==> src/design/lhist_pkg.sv <==
// shared types, constants and helper functions for the log2 latency histogram
// no dependencies; imported by log2_latency_histogram_top and lhist_div

package lhist_pkg;

    localparam int NUM_BUCKETS_DEF = 48;

    localparam logic [1:0] FUNC_RECORD = 2'd0;
    localparam logic [1:0] FUNC_QUERY  = 2'd1;
    localparam logic [1:0] FUNC_CLEAR  = 2'd2;

    localparam int CNT_W     = 32;
    localparam int VALUE_W   = 33;
    localparam int PERMIL_W  = 10;
    localparam int DIVISOR   = 1000;
    localparam int PROD_W    = CNT_W + PERMIL_W;
    localparam int QUOT_W    = 33;
    localparam int BKT_W     = 6;

    typedef struct packed {
        logic [1:0]          func;
        logic signed [63:0]  sample;
        logic [PERMIL_W-1:0] percentile_permille;
    } req_t;

    typedef struct packed {
        logic [VALUE_W-1:0] percentile_value;
        logic [CNT_W-1:0]   sample_count;
        logic [CNT_W-1:0]   max_value;
    } rsp_t;

    typedef struct packed {
        logic busy;
        logic done;
    } div_stat_t;

    // negative goes to zero, anything above 32 bits saturates
    function automatic logic [CNT_W-1:0] clamp_sample(input logic [63:0] raw);
        logic [CNT_W-1:0] v;
        if (raw[63])
        begin
            v = '0;
        end
        else if (raw[62:32] != '0)
        begin
            v = '1;
        end
        else
        begin
            v = raw[31:0];
        end
        return v;
    endfunction

    // position of the highest set bit plus one, zero for a zero value
    function automatic logic [BKT_W-1:0] bucket_of(input logic [CNT_W-1:0] v);
        logic [BKT_W-1:0] b;
        b = '0;
        for (int k = 0; k < CNT_W; k++)
        begin
            if (v[k])
            begin
                b = BKT_W'(k + 1);
            end
        end
        return b;
    endfunction

endpackage

==> src/design/log2_latency_histogram_top.sv <==
// log2 latency histogram: bucket counts in one ram, record/query/clear sequencer
// depends on lhist_pkg, lhist_ram, lhist_div
// record: accept, bucket read, write back; clear and unused codes: accept only
// query: accept, the divider's two-pass reciprocal multiply, the one-bucket-per-cycle
//   ram scan up to the last bucket, then the result
// one item at a time; the result register lets the next item in while a result waits
// reset clears counts at once through per-bucket valid bits, no clearing pass

module log2_latency_histogram_top #(
    parameter int NUM_BUCKETS = lhist_pkg::NUM_BUCKETS_DEF
) (
    input  logic            clk,
    input  logic            rst_n,
    input  logic            req_valid,
    output logic            req_stall,
    input  lhist_pkg::req_t req,
    output logic            rsp_valid,
    input  logic            rsp_stall,
    output lhist_pkg::rsp_t rsp
);

    import lhist_pkg::*;

    localparam int AW  = $clog2(NUM_BUCKETS);
    localparam int SUM_W = CNT_W + $clog2(NUM_BUCKETS);

    typedef enum logic [5:0] {
        S_IDLE   = 6'b000001,
        S_REC_RD = 6'b000010,
        S_REC_WR = 6'b000100,
        S_DIV    = 6'b001000,
        S_SCAN   = 6'b010000,
        S_RESULT = 6'b100000
    } state_t;

    state_t                 state_reg, state_next;
    logic [NUM_BUCKETS-1:0] valid_reg, valid_next;
    logic [CNT_W-1:0]       total_reg, total_next;
    logic [CNT_W-1:0]       max_reg, max_next;
    logic                   out_valid_reg, out_valid_next;
    logic [AW-1:0]          issue_reg, issue_next;
    logic                   dvalid_reg, dvalid_next;

    logic [CNT_W-1:0]       val_reg, val_next;
    logic [AW-1:0]          addr_reg, addr_next;
    logic [AW-1:0]          didx_reg, didx_next;
    logic [QUOT_W-1:0]      target_reg, target_next;
    logic [SUM_W-1:0]       cum_reg, cum_next;
    logic [VALUE_W-1:0]     res_reg, res_next;
    rsp_t                   out_reg, out_next;

    logic                   accept;
    logic                   ram_we, ram_re;
    logic [AW-1:0]          ram_waddr, ram_raddr;
    logic [CNT_W-1:0]       ram_wdata, ram_rdata;
    logic                   div_start;
    logic [PROD_W-1:0]      div_dividend;
    div_stat_t              div_stat;
    logic [QUOT_W-1:0]      div_quot;
    logic [BKT_W-1:0]       bkt;
    logic [AW-1:0]          bkt_addr;
    logic [CNT_W-1:0]       entry;
    logic [SUM_W-1:0]       cum_sum;
    logic [VALUE_W-1:0]     bkt_edge;
    logic [CNT_W-1:0]       clamped;

    assign accept    = req_valid && (state_reg == S_IDLE);
    assign req_stall = (state_reg != S_IDLE);

    assign clamped  = clamp_sample(req.sample);
    assign bkt      = bucket_of(val_reg);
    assign bkt_addr = (int'(bkt) > NUM_BUCKETS - 1) ? AW'(NUM_BUCKETS - 1) : AW'(bkt);

    assign div_dividend = PROD_W'(total_reg) * PROD_W'(req.percentile_permille);

    // entries never written since reset or clear read as zero
    always_comb
    begin
        entry = '0;
        if (state_reg == S_REC_WR)
        begin
            entry = valid_reg[addr_reg] ? ram_rdata : '0;
        end
        else
        begin
            entry = valid_reg[didx_reg] ? ram_rdata : '0;
        end
    end

    assign cum_sum = cum_reg + SUM_W'(entry);

    always_comb
    begin
        if (didx_reg == '0)
        begin
            bkt_edge = '0;
        end
        else if (int'(didx_reg) > CNT_W)
        begin
            bkt_edge = '1;
        end
        else
        begin
            bkt_edge = VALUE_W'(1) << didx_reg;
        end
    end

    always_comb
    begin
        state_next     = state_reg;
        valid_next     = valid_reg;
        total_next     = total_reg;
        max_next       = max_reg;
        out_valid_next = out_valid_reg;
        issue_next     = issue_reg;
        dvalid_next    = 1'b0;
        val_next       = val_reg;
        addr_next      = addr_reg;
        didx_next      = didx_reg;
        target_next    = target_reg;
        cum_next       = cum_reg;
        res_next       = res_reg;
        out_next       = out_reg;
        ram_we         = 1'b0;
        ram_re         = 1'b0;
        ram_waddr      = addr_reg;
        ram_wdata      = entry + CNT_W'(1);
        ram_raddr      = issue_reg;
        div_start      = 1'b0;

        if (out_valid_reg && !rsp_stall)
        begin
            out_valid_next = 1'b0;
        end

        unique case (state_reg)
            S_IDLE:
            begin
                if (accept)
                begin
                    unique case (req.func)
                        FUNC_RECORD:
                        begin
                            val_next   = clamped;
                            total_next = total_reg + CNT_W'(1);
                            if (clamped > max_reg)
                            begin
                                max_next = clamped;
                            end
                            state_next = S_REC_RD;
                        end
                        FUNC_QUERY:
                        begin
                            div_start  = 1'b1;
                            state_next = S_DIV;
                        end
                        FUNC_CLEAR:
                        begin
                            valid_next = '0;
                            total_next = '0;
                            max_next   = '0;
                        end
                        default:
                        begin
                        end
                    endcase
                end
            end
            S_REC_RD:
            begin
                ram_re     = 1'b1;
                ram_raddr  = bkt_addr;
                addr_next  = bkt_addr;
                state_next = S_REC_WR;
            end
            S_REC_WR:
            begin
                ram_we              = 1'b1;
                valid_next[addr_reg] = 1'b1;
                state_next          = S_IDLE;
            end
            S_DIV:
            begin
                if (div_stat.done)
                begin
                    target_next = div_quot;
                    cum_next    = '0;
                    issue_next  = '0;
                    state_next  = S_SCAN;
                end
            end
            S_SCAN:
            begin
                // reads run one bucket ahead of the accumulate
                ram_re      = 1'b1;
                issue_next  = issue_reg + AW'(1);
                dvalid_next = 1'b1;
                didx_next   = issue_reg;
                if (dvalid_reg)
                begin
                    cum_next = cum_sum;
                    if (cum_sum >= SUM_W'(target_reg))
                    begin
                        res_next    = bkt_edge;
                        dvalid_next = 1'b0;
                        state_next  = S_RESULT;
                    end
                    else if (didx_reg == AW'(NUM_BUCKETS - 1))
                    begin
                        res_next    = VALUE_W'(max_reg);
                        dvalid_next = 1'b0;
                        state_next  = S_RESULT;
                    end
                end
            end
            S_RESULT:
            begin
                if (!out_valid_reg || !rsp_stall)
                begin
                    out_next.percentile_value = res_reg;
                    out_next.sample_count     = total_reg;
                    out_next.max_value        = max_reg;
                    out_valid_next            = 1'b1;
                    state_next                = S_IDLE;
                end
            end
            default:
            begin
                state_next = S_IDLE;
            end
        endcase
    end

    always_ff @(posedge clk or negedge rst_n)
    begin
        if (!rst_n)
        begin
            state_reg     <= S_IDLE;
            valid_reg     <= '0;
            total_reg     <= '0;
            max_reg       <= '0;
            out_valid_reg <= 1'b0;
            issue_reg     <= '0;
            dvalid_reg    <= 1'b0;
        end
        else
        begin
            state_reg     <= state_next;
            valid_reg     <= valid_next;
            total_reg     <= total_next;
            max_reg       <= max_next;
            out_valid_reg <= out_valid_next;
            issue_reg     <= issue_next;
            dvalid_reg    <= dvalid_next;
        end
    end

    always_ff @(posedge clk)
    begin
        val_reg    <= val_next;
        addr_reg   <= addr_next;
        didx_reg   <= didx_next;
        target_reg <= target_next;
        cum_reg    <= cum_next;
        res_reg    <= res_next;
        out_reg    <= out_next;
    end

    lhist_ram #(
        .WIDTH (CNT_W),
        .DEPTH (NUM_BUCKETS)
    ) u_ram (
        .clk   (clk),
        .we    (ram_we),
        .waddr (ram_waddr),
        .wdata (ram_wdata),
        .re    (ram_re),
        .raddr (ram_raddr),
        .rdata (ram_rdata)
    );

    lhist_div u_div (
        .clk      (clk),
        .rst_n    (rst_n),
        .start    (div_start),
        .dividend (div_dividend),
        .stat     (div_stat),
        .quotient (div_quot)
    );

    assign rsp_valid = out_valid_reg;
    assign rsp       = out_reg;

endmodule

==> src/design/lhist_ram.sv <==
// generic single-write, single-read memory with registered read data
// no dependencies

module lhist_ram #(
    parameter int WIDTH = 32,
    parameter int DEPTH = 48
) (
    input  logic                     clk,
    input  logic                     we,
    input  logic [$clog2(DEPTH)-1:0] waddr,
    input  logic [WIDTH-1:0]         wdata,
    input  logic                     re,
    input  logic [$clog2(DEPTH)-1:0] raddr,
    output logic [WIDTH-1:0]         rdata
);

    logic [WIDTH-1:0] mem [DEPTH];
    logic [WIDTH-1:0] rdata_reg;

    always_ff @(posedge clk)
    begin
        if (we)
        begin
            mem[waddr] <= wdata;
        end
        if (re)
        begin
            rdata_reg <= mem[raddr];
        end
    end

    assign rdata = rdata_reg;

endmodule

==> src/design/lhist_div.sv <==
// divide by the per-mille constant: drop three bits, then multiply by a scaled
// reciprocal of 125 in two 20-bit halves, low half then high half; depends on lhist_pkg

module lhist_div (
    input  logic                         clk,
    input  logic                         rst_n,
    input  logic                         start,
    input  logic [lhist_pkg::PROD_W-1:0] dividend,
    output lhist_pkg::div_stat_t         stat,
    output logic [lhist_pkg::QUOT_W-1:0] quotient
);

    import lhist_pkg::*;

    // 1000 = 8 * 125, and floor(y / 125) = (y * ceil(2^46 / 125)) >> 46 for y < 2^39
    localparam int Y_W         = PROD_W - 3;
    localparam int HALF_W      = 20;
    localparam int PART_W      = Y_W + HALF_W;
    localparam int ACC_W       = Y_W + 2 * HALF_W;
    localparam int RECIP_SHIFT = 46;
    // ceil(2^46 / 125) = 40'h83_126E_978E
    localparam logic [HALF_W-1:0] RECIP_HI = 20'h83126;
    localparam logic [HALF_W-1:0] RECIP_LO = 20'hE978E;

    logic              busy_reg, busy_next;
    logic              done_reg, done_next;
    logic              high_reg, high_next;
    logic [Y_W-1:0]    y_reg, y_next;
    logic [ACC_W-1:0]  acc_reg, acc_next;
    logic [HALF_W-1:0] recip_half;
    logic [PART_W-1:0] partial;

    assign recip_half = high_reg ? RECIP_HI : RECIP_LO;
    assign partial    = PART_W'(y_reg) * PART_W'(recip_half);

    always_comb
    begin
        busy_next = busy_reg;
        done_next = 1'b0;
        high_next = high_reg;
        y_next    = y_reg;
        acc_next  = acc_reg;
        if (start)
        begin
            busy_next = 1'b1;
            high_next = 1'b0;
            y_next    = dividend[PROD_W-1:PROD_W-Y_W];
        end
        else if (busy_reg)
        begin
            if (!high_reg)
            begin
                acc_next  = ACC_W'(partial);
                high_next = 1'b1;
            end
            else
            begin
                acc_next  = acc_reg + {partial, {HALF_W{1'b0}}};
                busy_next = 1'b0;
                done_next = 1'b1;
            end
        end
    end

    always_ff @(posedge clk or negedge rst_n)
    begin
        if (!rst_n)
        begin
            busy_reg <= 1'b0;
            done_reg <= 1'b0;
            high_reg <= 1'b0;
        end
        else
        begin
            busy_reg <= busy_next;
            done_reg <= done_next;
            high_reg <= high_next;
        end
    end

    always_ff @(posedge clk)
    begin
        y_reg   <= y_next;
        acc_reg <= acc_next;
    end

    assign stat.busy = busy_reg;
    assign stat.done = done_reg;
    assign quotient  = acc_reg[RECIP_SHIFT +: QUOT_W];

endmodule
==> config.mk <==
export PLATFORM = sky130hd
export DESIGN_NAME = log2_latency_histogram_top
export DESIGN_NICKNAME = d
export VERILOG_FILES = /design/src/design/lhist_pkg.sv /design/src/design/log2_latency_histogram_top.sv /design/src/design/lhist_ram.sv /design/src/design/lhist_div.sv
export SDC_FILE = /design/constraint.sdc
export NUM_CORES = 2
export LEC_CHECK = 0
export BUFFER_PORTS_ARGS = -buffer_cell sky130_fd_sc_hd__buf_2
export CAP_MARGIN = 20
export CORE_UTILIZATION = 40
export DETAILED_ROUTE_END_ITERATION = 10
export GPL_TIMING_DRIVEN = 0
export HOLD_SLACK_MARGIN = 0.12
export SLEW_MARGIN = 25
export SYNTH_ARGS = -nofsm -noshare
export SYNTH_HDL_FRONTEND = slang
export SYNTH_SLANG_ARGS = --single-unit
==> constraint.sdc <==
create_clock -name clk -period 12.6 [get_ports clk]
set_input_delay 2.52 -clock clk [delete_from_list [all_inputs] [get_ports clk]]
set_output_delay 2.52 -clock clk [all_outputs]
set_load 0.05 [all_outputs]
* Yosys cells after proc, flatten, opt, wreduce, memory -nomap -nowiden *
Memories as Yosys holds them, arrays and structs flattened. A register that Yosys moved wholly into a read port is not among the register bits.
Cells that the tools add are included.

storage, ports and cells
  logic and storage cells = 176
  output and inout port bits = 99
  memory bits (writable) = 1,536
  memories = 1
  bits of input ports = 80
  register bits after elaboration = 492

cells by class
  reductions and logical operators = 26
  muxes and demuxes = 92
  shift-type cells = 1
  order comparisons = 7
  equality and inequality tests = 18
  bitwise gates (word level) = 2
  add/subtract/negate cells = 5
  multipliers = 2

memories
  memory     words  width  rd ports  clocked after memory_dff  wr ports  line             text
  u_ram.mem  48     32     1         1                         1         lhist_ram.sv:17  logic [WIDTH-1:0] mem [DEPTH];

operators with widths
  kind                                                                 count
  6-bit 2-to-1 mux                                                     40
  32-bit 2-to-1 mux                                                    6
  33-bit 2-to-1 mux                                                    4
  32-bit one-hot mux with 2 select lines                               2
  48-bit 2-to-1 mux                                                    2
  48-bit one-hot mux with 2 select lines                               1
  79-bit adder                                                         1
  38-bit 2-to-1 mux                                                    2
  38-bit one-hot mux with 2 select lines                               1
  32-bit by 1-bit adder with 32-bit output (second input constant)     2
  39-bit by 20-bit multiplier with 59-bit output                       1
  59-bit 2-to-1 mux                                                    1
  48-bit OR                                                            1
  32-bit by 10-bit multiplier with 42-bit output                       1
  38-bit by 32-bit adder with 38-bit output                            1
  38-bit by 33-bit greater-or-equal comparator with 1-bit output       1
  1-bit by 6-bit << shifter with 33-bit output (first input constant)  1
  32-bit > comparator                                                  1
  31-bit nonzero test                                                  1
  6-bit one-hot mux with 5 select lines                                1
  1-bit 2-to-1 mux                                                     26
  6-bit one-hot mux with 2 select lines                                2
  19-bit 2-to-1 mux                                                    1
  3-bit AND reduction                                                  5
  30 further kinds                                                     48

* Depth between registers and ports, before layout *
  word-level depth = 35
  mapped depth = 40
  mapped depth without buffers = 37

* Modules after synthesis *
A second synthesis with hierarchy kept.

second synthesis, totals
  cell total of the unflattened synthesis = 8,362
  area, all modules = 114,393.5 µm²

by module, submodules not included
  module                      instances  sequential area each (µm²)  cells each  area an instance (µm²)
  lhist_ram                   1          47,085.2                    2,912       60,481.8
  log2_latency_histogram_top  1          10,511.3                    2,960       29,370.7
  lhist_div                   1          2,987.9                     2,490       24,541.0

* Worst setup path after synthesis *
OpenSTA, ideal clock, no wires.

  path type = register -> register
  start = reg u_div.high_reg
  end = reg u_div.acc_reg[74] (data pin)
  path slack = 3,592 ps
  stages on the path, launching flop included = 38
  arrival time = 8,753 ps
  setup time = 255 ps
  required time = 12,345 ps
  cells stage by stage = dfrtp_1 > clkbuf_1 > clkbuf_1 > clkbuf_1 > nor2_1 > inv_1 > fa_1 > fa_1 > inv_1 > fa_1 > inv_1 > fa_1 > inv_1 > fa_1 > inv_1 > fa_1 > inv_1 > ha_1 > (+2 left out) > a21oi_1 > nand3_1 > o2111ai_1 > o211ai_1 > a31o_2 > a21o_1 > a21oi_1 > xnor2_1 > ha_1 > o21ai_0 > a221oi_1 > o21ai_0 > o32a_1 > a41oi_1 > o22ai_1 > o21ai_0 > xor2_1 > and2_1

between the ends
  longest elaborated chain between the ends = 3

ends and longest elaborated chain
  item                                            line             text
  start, declared                                 lhist_div.sv:27  logic high_reg, high_next;
  start signal, assigned                          lhist_div.sv:77  high_reg <= high_next;
  19-bit 2-to-1 mux                               lhist_div.sv:33  assign recip_half = high_reg ? RECIP_HI : RECIP_LO;
  39-bit by 20-bit multiplier with 59-bit output  lhist_div.sv:34  assign partial = PART_W'(y_reg) * PART_W'(recip_half);
  79-bit adder                                    lhist_div.sv:58  acc_next = acc_reg + {partial, {HALF_W{1'b0}}};
  end signal, assigned                            lhist_div.sv:84  acc_reg <= acc_next;
  end, declared                                   lhist_div.sv:29  logic [ACC_W-1:0] acc_reg, acc_next;

Several ways; a longest one is shown, not always the timed one.
A chain may end at the register's enable or synchronous reset.

* Worst setup path after layout *
Ends and elaborated chain as after synthesis.

==> results.py <==
metrics = {
    "timing": {
        "setup_viol": 0,
        "tns_ps": 0,
        "period_share_pct": 94.3,
        "hold_viol_final": 0,
        "slew_viol_final": 0,
        "final.setup_skew_ps": 131,
        "period_minus_slack_ps": 11880,
        "relSlewSlack_pct": 15.3,
        "fmax_ghz": 0.0842,
        "max_slew.worst_pin.slew_ps": 1250,
        "rsz0062_at_grt": "no",
    },
    "detailed_routing": {
        "wl_um": 352000,
        "wl_per_cell_um": 24.8,
        "antenna_left": 0,
        "drc": 0,
        "drtIter0Drc": 7612,
        "num_vias": 79000,
        "vias_per_cell": 5.58,
        "drt-pass1-iter-count": 6,
    },
    "critical_path": {
        "cp_slowest_stage_delay_ps": 740,
        "crit_buf_inv": 10,
        "cp_slowest_cell": "clkdlybuf4s15_1",
        "crit_type": "flip-flop to flip-flop",
        "worst_setup_path_end_kind": "flip-flop",
        "cp_max_fo": 10,
        "cp_top_family": "adder cells",
        "crit_required_ps": 13160,
        "cp-start-kind": "flip-flop",
        "cp.arrival_ps": 12440,
    },
    "run_status": {
        "status": "finished clean",
    },
    "clocking": {
        "clock_path_buffers": 4,
        "clock_latency_ps": 930,
        "cts_tree": "done",
        "h-tree-depth": 4,
        "cts_made_buffers": 213,
        "hold_buffers": 0,
        "numClockSinks": 2039,
        "cts-root-buf": "clkbuf_16",
        "path_clk_slew_ps": 60,
    },
    "final_layout": {
        "layout-drive-gt1-share_pct": 10.8,
        "nFillCells": 25700,
        "layout.nets": 11500,
        "area_growth_syn_to_layout_pct": 14.3,
        "multi_input_area_sq_um": 50500,
        "seq_area_sq_um": 60600,
        "largest_register_ffs": 1536,
    },
    "logic_synthesis": {
        "synth_cell_types": 97,
        "netlist.top_cell.by_area": "edfxtp_1",
        "synth_top_area_share_pct": 49.7,
        "syn_area_sq_um": 115000,
        "yosysWarnings": 0,
        "syn_inst": 9580,
        "async_flop_share_pct": 6.33,
        "synthTopCellsByArea": "edfxtp_1, fa_1, ha_1",
        "yosysSeqAreaShare_pct": 52.5,
        "synth_area_per_cell_sq_um": 12.0,
        "synth_seq_cells": 2039,
        "synthFlopType": "edfxtp_1",
        "synth_edf_count": 1910,
    },
    "grt": {
        "grt_pass1_vias": 78700,
        "overflow": 0,
        "grt_max_degree": 76,
        "groute.usage.overall_pct": 23.9,
        "grt_pass1_wl_um": 519000,
        "antenna_found_initial": 22,
    },
    "floorplan": {
        "dieArea_sq_um": 290000,
        "core-area_sq_um": 286000,
        "fp-row-count": 196,
        "start_util_pct": 40.3,
        "die_w_um": 539,
        "die_height_um": 539,
        "io_pins": 179,
    },
    "place": {
        "dpl.hpwl_um": 271000,
        "gp_congestion": 0.990,
        "io_buffers": 177,
    },
    "worst_hold_path": {
        "hold_class": "flip-flop to flip-flop",
    },
    "run": {
        "drv_cap": 0,
    },
}
synthesized netlist by cell type, drive strengths merged, types with 17 or more instances:
cell     count
a2111oi     40
a211oi      35
a21o       111
a21oi      293
a221o       32
a221oi      17
a311oi     124
and2       250
and3       196
buf        151
clkbuf     312
dfrtp      128
edfxtp    1910
fa         664
ha         539
inv        906
mux2        94
mux2i      323
mux4        19
nand2     1467
nand2b      60
nand3      475
nand4       59
nor2       383
nor2b       49
nor3        69
nor4        28
o21a        45
o21ai      169
o21bai      30
o221ai      31
o22ai       37
o32ai       32
o41ai       31
or2         33
xnor2      147
xor2        79
metrics by stage:
stage	worst slack (ps)	utilization [%]	instance area [sq um]	instances	hold slack, ps
global route	53.9	46.1	132000	14200	419
CTS	575	46.1	132000	14200	409
global placement	518	42.3	121000	13600	410
floorplan	3590	-	115000	9615	400
detailed placement	653	43.8	125000	13800	405
finish	720	46.1	132000	14200	415
worst paths after layout:
path                            depth (start not counted)  slack [ps]           endpoint           start
worst min-delay path                                    0         410            rsp[77]     res_reg[13]
max in group asynchronous                               2       10130       state_reg[0]           rst_n
worst max-delay path                                   39         720  u_div.acc_reg[74]  u_div.high_reg
min in group asynchronous                               1        1590      total_reg[30]           rst_n
worst max register to register                         39         720  u_div.acc_reg[74]  u_div.high_reg
worst min register to register                          0         410            rsp[77]     res_reg[13]
area by class of cell:
type	instances	share of cell area, %
inverters	907	2.58
well taps	3762	3.57
plain buffers	463	1.49
clock buffers	252	4.15
clock inverters	122	0.777
diodes	4	0.00759
multi-input cells	6206	38.3
flip-flops and latches	2039	45.9
repair buffers	408	3.17
cells by family (layout without fill, tap and decap cells):
group                      count (synthesis)  after routing  share of synthesized area (%)
other                                      2             41                        0.00651
AOI/OAI and AO/OA                       1165           1165                           7.07
and+or+nand+nor                         3138           3138                           12.5
muxes                                    436            436                           4.09
buffers and inverters                   1370           2152                           4.65
adders and majority gates               1203           1203                           17.4
DFF                                     2039           2039                           52.5
xor gates and xnor gates                 227            227                           1.74
placed cells by master (no fill, tap or decap), types with 30 or more instances in the layout:
master	synthesis	layout
clkinv_1	1	51
buf_16	0	58
dfrtp_1	128	128
nand3_1	475	475
clkbuf_1	312	348
or2_2	33	33
and3_1	196	196
clkinv_2	0	38
xor2_1	79	75
a311oi_1	124	120
a21o_1	111	111
o21ai_0	160	159
inv_1	904	901
o221ai_1	31	30
and2_1	247	247
conb_1	2	37
ha_1	539	538
nand2b_1	60	60
edfxtp_1	1910	1910
a221o_1	32	32
nor3_1	69	52
o22ai_1	37	37
mux2_2	72	72
nand2_1	1464	1462
nor2_1	379	330
buf_4	12	113
a21oi_1	292	290
a211oi_1	33	33
nor2_4	1	50
o32ai_1	30	30
mux2i_1	323	321
fa_1	664	664
xnor2_1	147	136
o21a_1	45	45
nand4_1	59	59
clkbuf_16	0	213
buf_6	5	37
buf_2	110	300
nor2b_1	49	49
o21bai_1	30	30
per-layer routing:
metal	GRT usage (%)	wire length (um)	vias to the layer above
li1	-	-	35100
met1	33.0	149000	40000
met2	37.9	161000	3263
met3	3.50	26300	620
met4	9.33	15000	16
met5	0	97	-
repair_timing:
| item | CTS | global route |
|---|---|---|
| gates resized for setup | 0 | 4 |
| setup endpoints to repair | 0 | 3 |
| setup buffers | 0 | 0 |
Power is not shown: default switching activity piles up to over one toggle a cycle in this logic, so the estimate is an artifact.
